[config.mk]
export PLATFORM = sky130hd
export DESIGN_NAME = glyph_run_line_box_merger
export DESIGN_NICKNAME = d
export VERILOG_FILES = /design/src/design/glrm_pkg.sv /design/src/design/glrm_flush.sv /design/src/design/glrm_queue.sv /design/src/design/glyph_run_line_box_merger.sv
export SDC_FILE = /design/constraint.sdc
export NUM_CORES = 2
export LEC_CHECK = 0
export ABC_CLOCK_PERIOD_IN_PS = 17400
export BUFFER_PORTS_ARGS = -buffer_cell sky130_fd_sc_hd__buf_2
export CORE_ASPECT_RATIO = 0.8
export CORE_UTILIZATION = 50
export CTS_CLUSTER_DIAMETER = 40
export DETAILED_ROUTE_END_ITERATION = 10
export PLACE_DENSITY = 0.69
export SYNTH_ARGS = -nofsm -noshare
export SYNTH_HDL_FRONTEND = slang
export SYNTH_SLANG_ARGS = --single-unit
[constraint.sdc]
create_clock -name clk -period 17.4 [get_ports clk]
set_clock_uncertainty 0.2 [all_clocks]
set_input_delay 4.35 -clock clk [delete_from_list [all_inputs] [get_ports clk]]
set_output_delay 4.35 -clock clk [all_outputs]
set_load 0.02 [all_outputs]
[src/design/glrm_pkg.sv]
// Shared types, register codes and helpers for the glyph run line box merger.
package glrm_pkg;

    localparam int COORD_W     = 20;
    localparam int CFG_INDEX_W = 3;
    localparam int QUEUE_DEPTH = 4;

    localparam logic signed [COORD_W-1:0] MAX15 = COORD_W'(32767);

    typedef enum logic [CFG_INDEX_W-1:0] {
        CFG_MEDIA_LEFT   = 3'd0,
        CFG_MEDIA_TOP    = 3'd1,
        CFG_MEDIA_WIDTH  = 3'd2,
        CFG_MEDIA_HEIGHT = 3'd3,
        CFG_PAGE_NUMBER  = 3'd4
    } cfg_reg_t;

    typedef struct packed {
        logic [15:0] glyph_x;
        logic [15:0] glyph_y;
        logic [14:0] glyph_w;
        logic [14:0] glyph_h;
        logic        lookahead_only;
        logic        last_glyph;
    } glyph_t;

    typedef struct packed {
        logic [15:0] rect_x;
        logic [15:0] rect_y;
        logic [14:0] rect_w;
        logic [14:0] rect_h;
        logic [15:0] rect_page;
        logic        rect_valid;
        logic        end_of_range;
    } rect_t;

    // x/y are signed, w/h unsigned
    typedef struct packed {
        logic [15:0] x;
        logic [15:0] y;
        logic [14:0] w;
        logic [14:0] h;
    } box_t;

    typedef struct packed {
        logic en;
        logic clip;
    } flush_ctrl_t;

    function automatic logic signed [COORD_W-1:0] sx16(input logic [15:0] v);
        sx16 = {{(COORD_W-16){v[15]}}, v};
    endfunction

    function automatic logic signed [COORD_W-1:0] zx15(input logic [14:0] v);
        zx15 = {{(COORD_W-15){1'b0}}, v};
    endfunction

endpackage

[src/design/glrm_flush.sv]
// Run flush: media box intersection, empty check and clip at the ending glyph.
module glrm_flush (
    input  glrm_pkg::box_t        run,
    input  glrm_pkg::box_t        media,
    input  glrm_pkg::box_t        glyph,
    input  glrm_pkg::flush_ctrl_t ctrl,
    output logic                  emit,
    output glrm_pkg::box_t        rect
);

    logic signed [glrm_pkg::COORD_W-1:0] rl, rt, rr, rb;
    logic signed [glrm_pkg::COORD_W-1:0] ml, mt, mr, mb;
    logic signed [glrm_pkg::COORD_W-1:0] l, t, r, b;
    logic signed [glrm_pkg::COORD_W-1:0] cx, cy, cb, w, h;
    logic run_open, is_break, clip;

    always_comb
    begin
        rl = glrm_pkg::sx16(run.x);
        rt = glrm_pkg::sx16(run.y);
        rr = rl + glrm_pkg::zx15(run.w);
        rb = rt + glrm_pkg::zx15(run.h);
        ml = glrm_pkg::sx16(media.x);
        mt = glrm_pkg::sx16(media.y);
        mr = ml + glrm_pkg::zx15(media.w);
        mb = mt + glrm_pkg::zx15(media.h);
        cx = glrm_pkg::sx16(glyph.x);
        cy = glrm_pkg::sx16(glyph.y);
        cb = cy + glrm_pkg::zx15(glyph.h);

        l = (rl > ml) ? rl : ml;
        t = (rt > mt) ? rt : mt;
        r = (rr < mr) ? rr : mr;
        b = (rb < mb) ? rb : mb;

        run_open = (run.w != '0) && (run.h != '0);
        is_break = (glyph.x == '0) && (glyph.w == '0);
        emit     = ctrl.en && run_open && (r > l) && (b > t);

        // ending glyph must overlap vertically and start strictly inside
        clip = ctrl.clip && !is_break && (cy < b) && (cb > t) && (l < cx) && (r > cx);
        w    = clip ? (cx - l) : (r - l);
        h    = b - t;

        rect.x = l[15:0];
        rect.y = t[15:0];
        rect.w = w[14:0];
        rect.h = h[14:0];
    end

endmodule

[src/design/glrm_queue.sv]
// Result queue: takes up to two beats a cycle, hands out one.
module glrm_queue #(
    parameter int DEPTH = glrm_pkg::QUEUE_DEPTH
) (
    input  logic            clk,
    input  logic            rst_n,
    input  logic [1:0]      push_cnt,
    input  glrm_pkg::rect_t push_first,
    input  glrm_pkg::rect_t push_second,
    input  logic            pop,
    output logic            room,
    output logic            out_valid,
    output glrm_pkg::rect_t out_data
);

    localparam int AW = (DEPTH > 1) ? $clog2(DEPTH) : 1;
    localparam int CW = $clog2(DEPTH + 1);

    glrm_pkg::rect_t mem [DEPTH];

    logic [AW-1:0] wr_ptr_reg, wr_ptr_next, rd_ptr_reg, rd_ptr_next, wr_ptr_second;
    logic [CW-1:0] count_reg, count_next;

    function automatic logic [AW-1:0] ptr_inc(input logic [AW-1:0] p);
        ptr_inc = (p == AW'(DEPTH - 1)) ? '0 : p + 1'b1;
    endfunction

    always_comb
    begin
        wr_ptr_second = ptr_inc(wr_ptr_reg);
        case (push_cnt)
            2'd1:    wr_ptr_next = wr_ptr_second;
            2'd2:    wr_ptr_next = ptr_inc(wr_ptr_second);
            default: wr_ptr_next = wr_ptr_reg;
        endcase
        rd_ptr_next = pop ? ptr_inc(rd_ptr_reg) : rd_ptr_reg;
        count_next  = count_reg + CW'(push_cnt) - CW'(pop);
        room        = (count_reg <= CW'(DEPTH - 2));
        out_valid   = (count_reg != '0);
        out_data    = mem[rd_ptr_reg];
    end

    always_ff @(posedge clk)
    begin
        if (push_cnt != 2'd0)
        begin
            mem[wr_ptr_reg] <= push_first;
        end
        if (push_cnt == 2'd2)
        begin
            mem[wr_ptr_second] <= push_second;
        end
    end

    always_ff @(posedge clk or negedge rst_n)
    begin
        if (!rst_n)
        begin
            wr_ptr_reg <= '0;
            rd_ptr_reg <= '0;
            count_reg  <= '0;
        end
        else
        begin
            wr_ptr_reg <= wr_ptr_next;
            rd_ptr_reg <= rd_ptr_next;
            count_reg  <= count_next;
        end
    end

    assert property (@(posedge clk) disable iff (!rst_n) count_reg <= CW'(DEPTH))
        else $error("result queue overflow");

endmodule

[src/design/glyph_run_line_box_merger.sv]
// Top level of the glyph run line box merger.
//
//   port group   dir   beat moves
//   glyph_*      in    one glyph box with look-ahead and last flags
//   line_*       out   one line rectangle or end marker
//   cfg_*        in    register write, no handshake
//
// One glyph per cycle while glyph_stall is low; a beat is held in the item
// register and its results reach the line port through the result queue.
// A final glyph can yield two rectangles; both enter the queue together and leave it one at a time.
// glyph_stall rises while the item register is held because the result
// queue has fewer than two free slots.
// Reset clears the run box, the media box, the page number and the queue.
module glyph_run_line_box_merger #(
    parameter int QUEUE_DEPTH = glrm_pkg::QUEUE_DEPTH
) (
    input  logic                             clk,
    input  logic                             rst_n,
    input  logic                             glyph_valid,
    output logic                             glyph_stall,
    input  glrm_pkg::glyph_t                 glyph,
    output logic                             line_valid,
    input  logic                             line_stall,
    output glrm_pkg::rect_t                  line,
    input  logic                             cfg_write,
    input  logic [glrm_pkg::CFG_INDEX_W-1:0] cfg_index,
    input  logic [15:0]                      cfg_data
);

    glrm_pkg::glyph_t item_reg, item_next;
    logic             item_valid_reg, item_valid_next;
    glrm_pkg::box_t   run_reg, run_next;
    glrm_pkg::box_t   media_reg, media_next;
    logic [15:0]      page_reg, page_next;

    logic accept, take, room, pop;

    logic signed [glrm_pkg::COORD_W-1:0] gx, gy, gw, gh, gr, gb;
    logic signed [glrm_pkg::COORD_W-1:0] rx, ry, rr, rb;
    logic signed [glrm_pkg::COORD_W-1:0] ov_top, ov_bot;
    logic signed [glrm_pkg::COORD_W-1:0] mg_l, mg_t, mg_r, mg_b, mg_w, mg_h;
    logic run_open, is_break, look, last_item, final_item, thin;

    glrm_pkg::box_t        glyph_box, merged, new_run, rect1, rect2;
    glrm_pkg::flush_ctrl_t f1_ctrl, f2_ctrl;
    logic                  f1_emit, f2_emit;

    logic [1:0]      push_cnt;
    glrm_pkg::rect_t push_first, push_second, res1, res2, marker;

    // input side
    always_comb
    begin
        take        = item_valid_reg && room;
        glyph_stall = item_valid_reg && !room;
        accept      = glyph_valid && !glyph_stall;
        item_next   = accept ? glyph : item_reg;
        if (accept)
        begin
            item_valid_next = 1'b1;
        end
        else if (take)
        begin
            item_valid_next = 1'b0;
        end
        else
        begin
            item_valid_next = item_valid_reg;
        end
    end

    // configuration
    always_comb
    begin
        media_next = media_reg;
        page_next  = page_reg;
        if (cfg_write)
        begin
            case (cfg_index)
                glrm_pkg::CFG_MEDIA_LEFT:   media_next.x = cfg_data;
                glrm_pkg::CFG_MEDIA_TOP:    media_next.y = cfg_data;
                glrm_pkg::CFG_MEDIA_WIDTH:  media_next.w = cfg_data[14:0];
                glrm_pkg::CFG_MEDIA_HEIGHT: media_next.h = cfg_data[14:0];
                glrm_pkg::CFG_PAGE_NUMBER:  page_next    = cfg_data;
                default:                    ;
            endcase
        end
    end

    // line test and merge against the open run
    always_comb
    begin
        gx = glrm_pkg::sx16(item_reg.glyph_x);
        gy = glrm_pkg::sx16(item_reg.glyph_y);
        gw = glrm_pkg::zx15(item_reg.glyph_w);
        gh = glrm_pkg::zx15(item_reg.glyph_h);
        gr = gx + gw;
        gb = gy + gh;
        rx = glrm_pkg::sx16(run_reg.x);
        ry = glrm_pkg::sx16(run_reg.y);
        rr = rx + glrm_pkg::zx15(run_reg.w);
        rb = ry + glrm_pkg::zx15(run_reg.h);

        run_open   = (run_reg.w != '0) && (run_reg.h != '0);
        is_break   = (item_reg.glyph_x == '0) && (item_reg.glyph_w == '0);
        look       = item_reg.lookahead_only;
        last_item  = item_reg.last_glyph;
        final_item = look || last_item;

        ov_top = (ry > gy) ? ry : gy;
        ov_bot = (rb < gb) ? rb : gb;
        thin   = ((ov_bot - ov_top) <<< 1) < gh;

        mg_l = (rx < gx) ? rx : gx;
        mg_t = (ry < gy) ? ry : gy;
        mg_r = (rr > gr) ? rr : gr;
        mg_b = (rb > gb) ? rb : gb;
        mg_w = mg_r - mg_l;
        mg_h = mg_b - mg_t;

        glyph_box.x = item_reg.glyph_x;
        glyph_box.y = item_reg.glyph_y;
        glyph_box.w = item_reg.glyph_w;
        glyph_box.h = item_reg.glyph_h;

        merged.x = mg_l[15:0];
        merged.y = mg_t[15:0];
        merged.w = (mg_w > glrm_pkg::MAX15) ? 15'h7fff : mg_w[14:0];
        merged.h = (mg_h > glrm_pkg::MAX15) ? 15'h7fff : mg_h[14:0];

        // first flush closes the old run, second one flushes what is left at range end
        f1_ctrl.en   = look || is_break || (run_open && thin);
        f1_ctrl.clip = look || !is_break;
        f2_ctrl.en   = last_item && !look;
        f2_ctrl.clip = 1'b0;

        if (look || is_break)
        begin
            new_run = '0;
        end
        else if (!run_open || thin)
        begin
            new_run = glyph_box;
        end
        else if ((gw != '0) && (gh != '0))
        begin
            new_run = merged;
        end
        else
        begin
            new_run = run_reg;
        end

        if (take)
        begin
            run_next = final_item ? '0 : new_run;
        end
        else
        begin
            run_next = run_reg;
        end
    end

    glrm_flush u_flush_old (
        .run   (run_reg),
        .media (media_reg),
        .glyph (glyph_box),
        .ctrl  (f1_ctrl),
        .emit  (f1_emit),
        .rect  (rect1)
    );

    glrm_flush u_flush_end (
        .run   (new_run),
        .media (media_reg),
        .glyph (glyph_box),
        .ctrl  (f2_ctrl),
        .emit  (f2_emit),
        .rect  (rect2)
    );

    // result beats
    always_comb
    begin
        res1 = '{rect_x: rect1.x, rect_y: rect1.y, rect_w: rect1.w, rect_h: rect1.h,
                 rect_page: page_reg, rect_valid: 1'b1, end_of_range: 1'b0};
        res2 = '{rect_x: rect2.x, rect_y: rect2.y, rect_w: rect2.w, rect_h: rect2.h,
                 rect_page: page_reg, rect_valid: 1'b1, end_of_range: 1'b0};
        marker              = '0;
        marker.end_of_range = 1'b1;

        if (f1_emit)
        begin
            push_first = res1;
        end
        else if (f2_emit)
        begin
            push_first = res2;
        end
        else
        begin
            push_first = marker;
        end
        push_first.end_of_range = final_item && !(f1_emit && f2_emit);

        push_second              = res2;
        push_second.end_of_range = final_item;

        if (!take)
        begin
            push_cnt = 2'd0;
        end
        else if (f1_emit && f2_emit)
        begin
            push_cnt = 2'd2;
        end
        else if (f1_emit || f2_emit || final_item)
        begin
            push_cnt = 2'd1;
        end
        else
        begin
            push_cnt = 2'd0;
        end

        pop = line_valid && !line_stall;
    end

    glrm_queue #(
        .DEPTH (QUEUE_DEPTH)
    ) u_queue (
        .clk         (clk),
        .rst_n       (rst_n),
        .push_cnt    (push_cnt),
        .push_first  (push_first),
        .push_second (push_second),
        .pop         (pop),
        .room        (room),
        .out_valid   (line_valid),
        .out_data    (line)
    );

    always_ff @(posedge clk)
    begin
        item_reg <= item_next;
    end

    always_ff @(posedge clk or negedge rst_n)
    begin
        if (!rst_n)
        begin
            item_valid_reg <= 1'b0;
            run_reg        <= '0;
            media_reg      <= '0;
            page_reg       <= '0;
        end
        else
        begin
            item_valid_reg <= item_valid_next;
            run_reg        <= run_next;
            media_reg      <= media_next;
            page_reg       <= page_next;
        end
    end

    // range end always leaves no open run
    assert property (@(posedge clk) disable iff (!rst_n)
        take && final_item |=> (run_reg.w == '0) && (run_reg.h == '0))
        else $error("run left open after range end");

    // a pair of beats only comes from a final item, and only the second ends it
    assert property (@(posedge clk) disable iff (!rst_n)
        push_cnt == 2'd2 |-> final_item && push_second.end_of_range
                             && !push_first.end_of_range)
        else $error("bad end flag on result pair");

    // emitted rectangles are never empty
    assert property (@(posedge clk) disable iff (!rst_n)
        line_valid && line.rect_valid |-> (line.rect_w != '0) && (line.rect_h != '0))
        else $error("empty rectangle emitted");

    // end marker carries nothing but the end flag
    assert property (@(posedge clk) disable iff (!rst_n)
        line_valid && !line.rect_valid |-> line.end_of_range && (line.rect_page == '0)
                                           && (line.rect_w == '0) && (line.rect_x == '0))
        else $error("malformed end marker");

endmodule

==> results.yml <==
setup_path:
  required_ns: 17.56
  cp_slowest_stage_delay_ns: 0.56
  crit_type: "flip-flop to flip-flop"
  worstSetupStartpoint: "run_reg[0]"
  startpoint_type: "flip-flop"
  worstPathMaxFanout: 31
  slowest_stage: "or4b_4"
  crit_arrival_ns: 16.96
  cp-end-kind: "flip-flop"
  r2r-start: "run_reg[0]"
timing:
  setup_viol: 0
  maxSlewHeadroom_pct: 12.55
  post-route-period-util_pct: 96.52
  fin_crit_ns: 16.79
  hold_viol_final: 0
  max_slew.worst_pin.slew_ns: 1.304
  timing.fmax_mhz: 59.54
  drv_slew: 0
  finalSetupTns_ns: 0
die:
  die_h_um: 266.9
  coreArea_um2: 86360
  initial_utilization_pct: 50.79
  dieWidth_um: 333.1
  top_level_ports: 170
  die_area_um2: 88920
  row_count: 96
finish:
  largest_register_ffs: 320
  final_net_count: 5355
  drive_gt1_share_pct: 18.75
  design_area_um2: 50820
  areaGrowthSynthToFinish_pct: 15.86
  insertedDiodeCount: 0
logic_synthesis:
  synth_edf_count: 380
  ys_seq_elements: 532
  syn_nets: 5085
  synth_top_flop_cell: "edfxtp_1"
  netlist_area_um2: 43860
  syn_area_per_cell_um2: 9.870
  yosysWarnings: 0
  async_reset_ff_share_pct: 27.82
  ys_seq_area_share_pct: 34.64
  syn_inst: 4444
  ys_types: 86
clock_network:
  cts_buffers: 86
  clock_path_buffers: 3
  cts_tree: "done"
  htree_levels: 3
  worstSkewPairLatency_ns: 0.65
  cts.sinks: 532
  clkTransAtPathRegs_ns: 0.06
  cts-root-buf: "clkbuf_16"
  cts_hold_buf: 0
worst_hold_path:
  min_from: "u_queue.mem[3][1]"
  min_path_type: "flip-flop to flip-flop"
detailed_routing:
  drt_iter0_drc: 4667
  routedWlPerCell_um: 26.88
  drc: 0
  firstDrtPassIters: 6
  wl_um: 158900
  vias: 38570
  viasPerCell: 6.524
  drtAntennaViolNets: 0
place:
  portBuffers: 169
  place_area_um2: 46840
  hpwl_um: 117300
  place_congestion: 1.036
grt:
  antenna_found_initial: 5
  grt_max_degree: 83
  grt_usage_pct: 33.98
  grt_pass1_vias: 35740
  grt_pass1_wl_um: 227700
  grt_overflow: 0
run:
  drv_cap: 0
outcome:
  status: "finished clean"
cell families (layout without fill, tap and decap cells):
family	Yosys count	in the layout	share of synthesized area [%]
and+or+nand+nor	1070	1070	11.73
AOI/OAI and AO/OA	1259	1259	18.57
adders and majority gates	555	555	16.09
xor gates and xnor gates	185	185	3.694
muxes	350	350	10.69
buffers and inverters	493	834	4.576
DFF	532	532	34.64
layout by cell type, fill, tap and decap left out, types with 146 or more instances in the layout:
| cell type | n |
|---|---|
| ha_1 | 527 |
| edfxtp_1 | 380 |
| nand2_1 | 341 |
| inv_1 | 298 |
| o21ai_0 | 260 |
| a21oi_1 | 243 |
| nor2_1 | 229 |
| o22ai_1 | 227 |
| buf_2 | 168 |
| buf_4 | 163 |
| mux2_2 | 146 |
| dfrtp_1 | 146 |
metrics by stage:
stage                     instances  utilization, %  hold slack (ns)  setup WS, ns
after CTS                      5866           57.64           0.2904       0.04054
after global placement         5703           54.24           0.2772       -0.3642
after detailed placement       5703           54.24           0.2795       -0.6006
after floorplan                4444               -           0.2620        0.1466
final                          5912           58.84           0.2925        0.6056
after global routing           5912           58.84           0.3064       -0.1100
metal layers:
layer / up-vias / GRT usage [%] / routed length [µm]
li1: 17370 / - / -
met1: 18530 / 47.93 / 66630
met2: 2307 / 51.67 / 68230
met3: 363 / 6.444 / 17850
met4: 4 / 12.72 / 6209
met5: - / 0 / 27
worst max-delay path, delay by kind of cell, from the launching register on:
kind | cells | cell delay, ns
compound gates | 44 | 7.65
xor+xnor | 2 | 0.26
fa+ha+maj | 10 | 2.87
buf+inv | 9 | 1.37
flops | 1 | 0.37
mux | 2 | 0.58
simple gates | 17 | 3.21
cell type report:
cell class | count | area [µm²]
clock buffer | 110 | 2325
clock inverter | 49 | 528.0
fill | 7334 | 35550
inverter | 299 | 1122
multi-input combinational | 3419 | 27310
sequential | 532 | 15200
tap | 1127 | 1410
timing repair buffer | 376 | 2923
cells in the mapped netlist, types with 14 or more instances:
master	number	area share, %
a2111oi_0	16	0.32
a211oi_1	34	0.58
a21o_1	85	1.5
a21oi_1	262	3.0
a22o_1	63	1.3
a31oi_1	19	0.27
and2_1	16	0.23
and3_1	16	0.23
buf_1	36	0.31
buf_6	19	0.49
clkbuf_1	130	1.1
dfrtp_1	148	8.4
edfxtp_1	380	26
fa_1	16	0.73
ha_1	537	15
inv_1	299	2.6
mux2_2	146	3.7
mux2i_1	124	2.8
mux4_2	80	4.1
nand2_1	346	3.0
nand2b_1	52	0.74
nand3_1	60	0.68
nand4_1	53	0.76
nor2_1	244	2.1
nor2b_1	81	1.2
nor3_1	85	0.97
nor4_1	24	0.34
o211ai_1	15	0.26
o21a_1	54	0.92
o21ai_0	267	3.0
o21ai_1	21	0.24
o21bai_1	36	0.62
o22ai_1	229	3.3
o31a_1	14	0.28
o31ai_1	19	0.33
or2_2	15	0.21
or3_1	26	0.37
xnor2_1	132	2.6
xor2_1	53	1.1
final timing paths:
path                                         endpoint  slack (ns)  cells after the start
worst max-delay path               u_queue.mem[3][57]        0.61                     84
worst min-delay path                u_queue.mem[3][1]        0.29                      1
worst max register to register     u_queue.mem[3][57]        0.61                     84
worst min register to register      u_queue.mem[3][1]        0.29                      1
max in group asynchronous                 run_reg[46]       11.81                      2
min in group asynchronous       u_queue.rd_ptr_reg[1]        3.62                      1
what timing repair did:
| action | in CTS | in global routing |
|---|---|---|
| setup endpoints to repair | 638 | 641 |
| cloned | 0 | 13 |
| pin swaps | 0 | 32 |
| resized for setup | 16 | 114 |
| setup buffers | 4 | 33 |
Power is not shown: default switching activity piles up to over one toggle a cycle in this logic, so the estimate is an artifact.
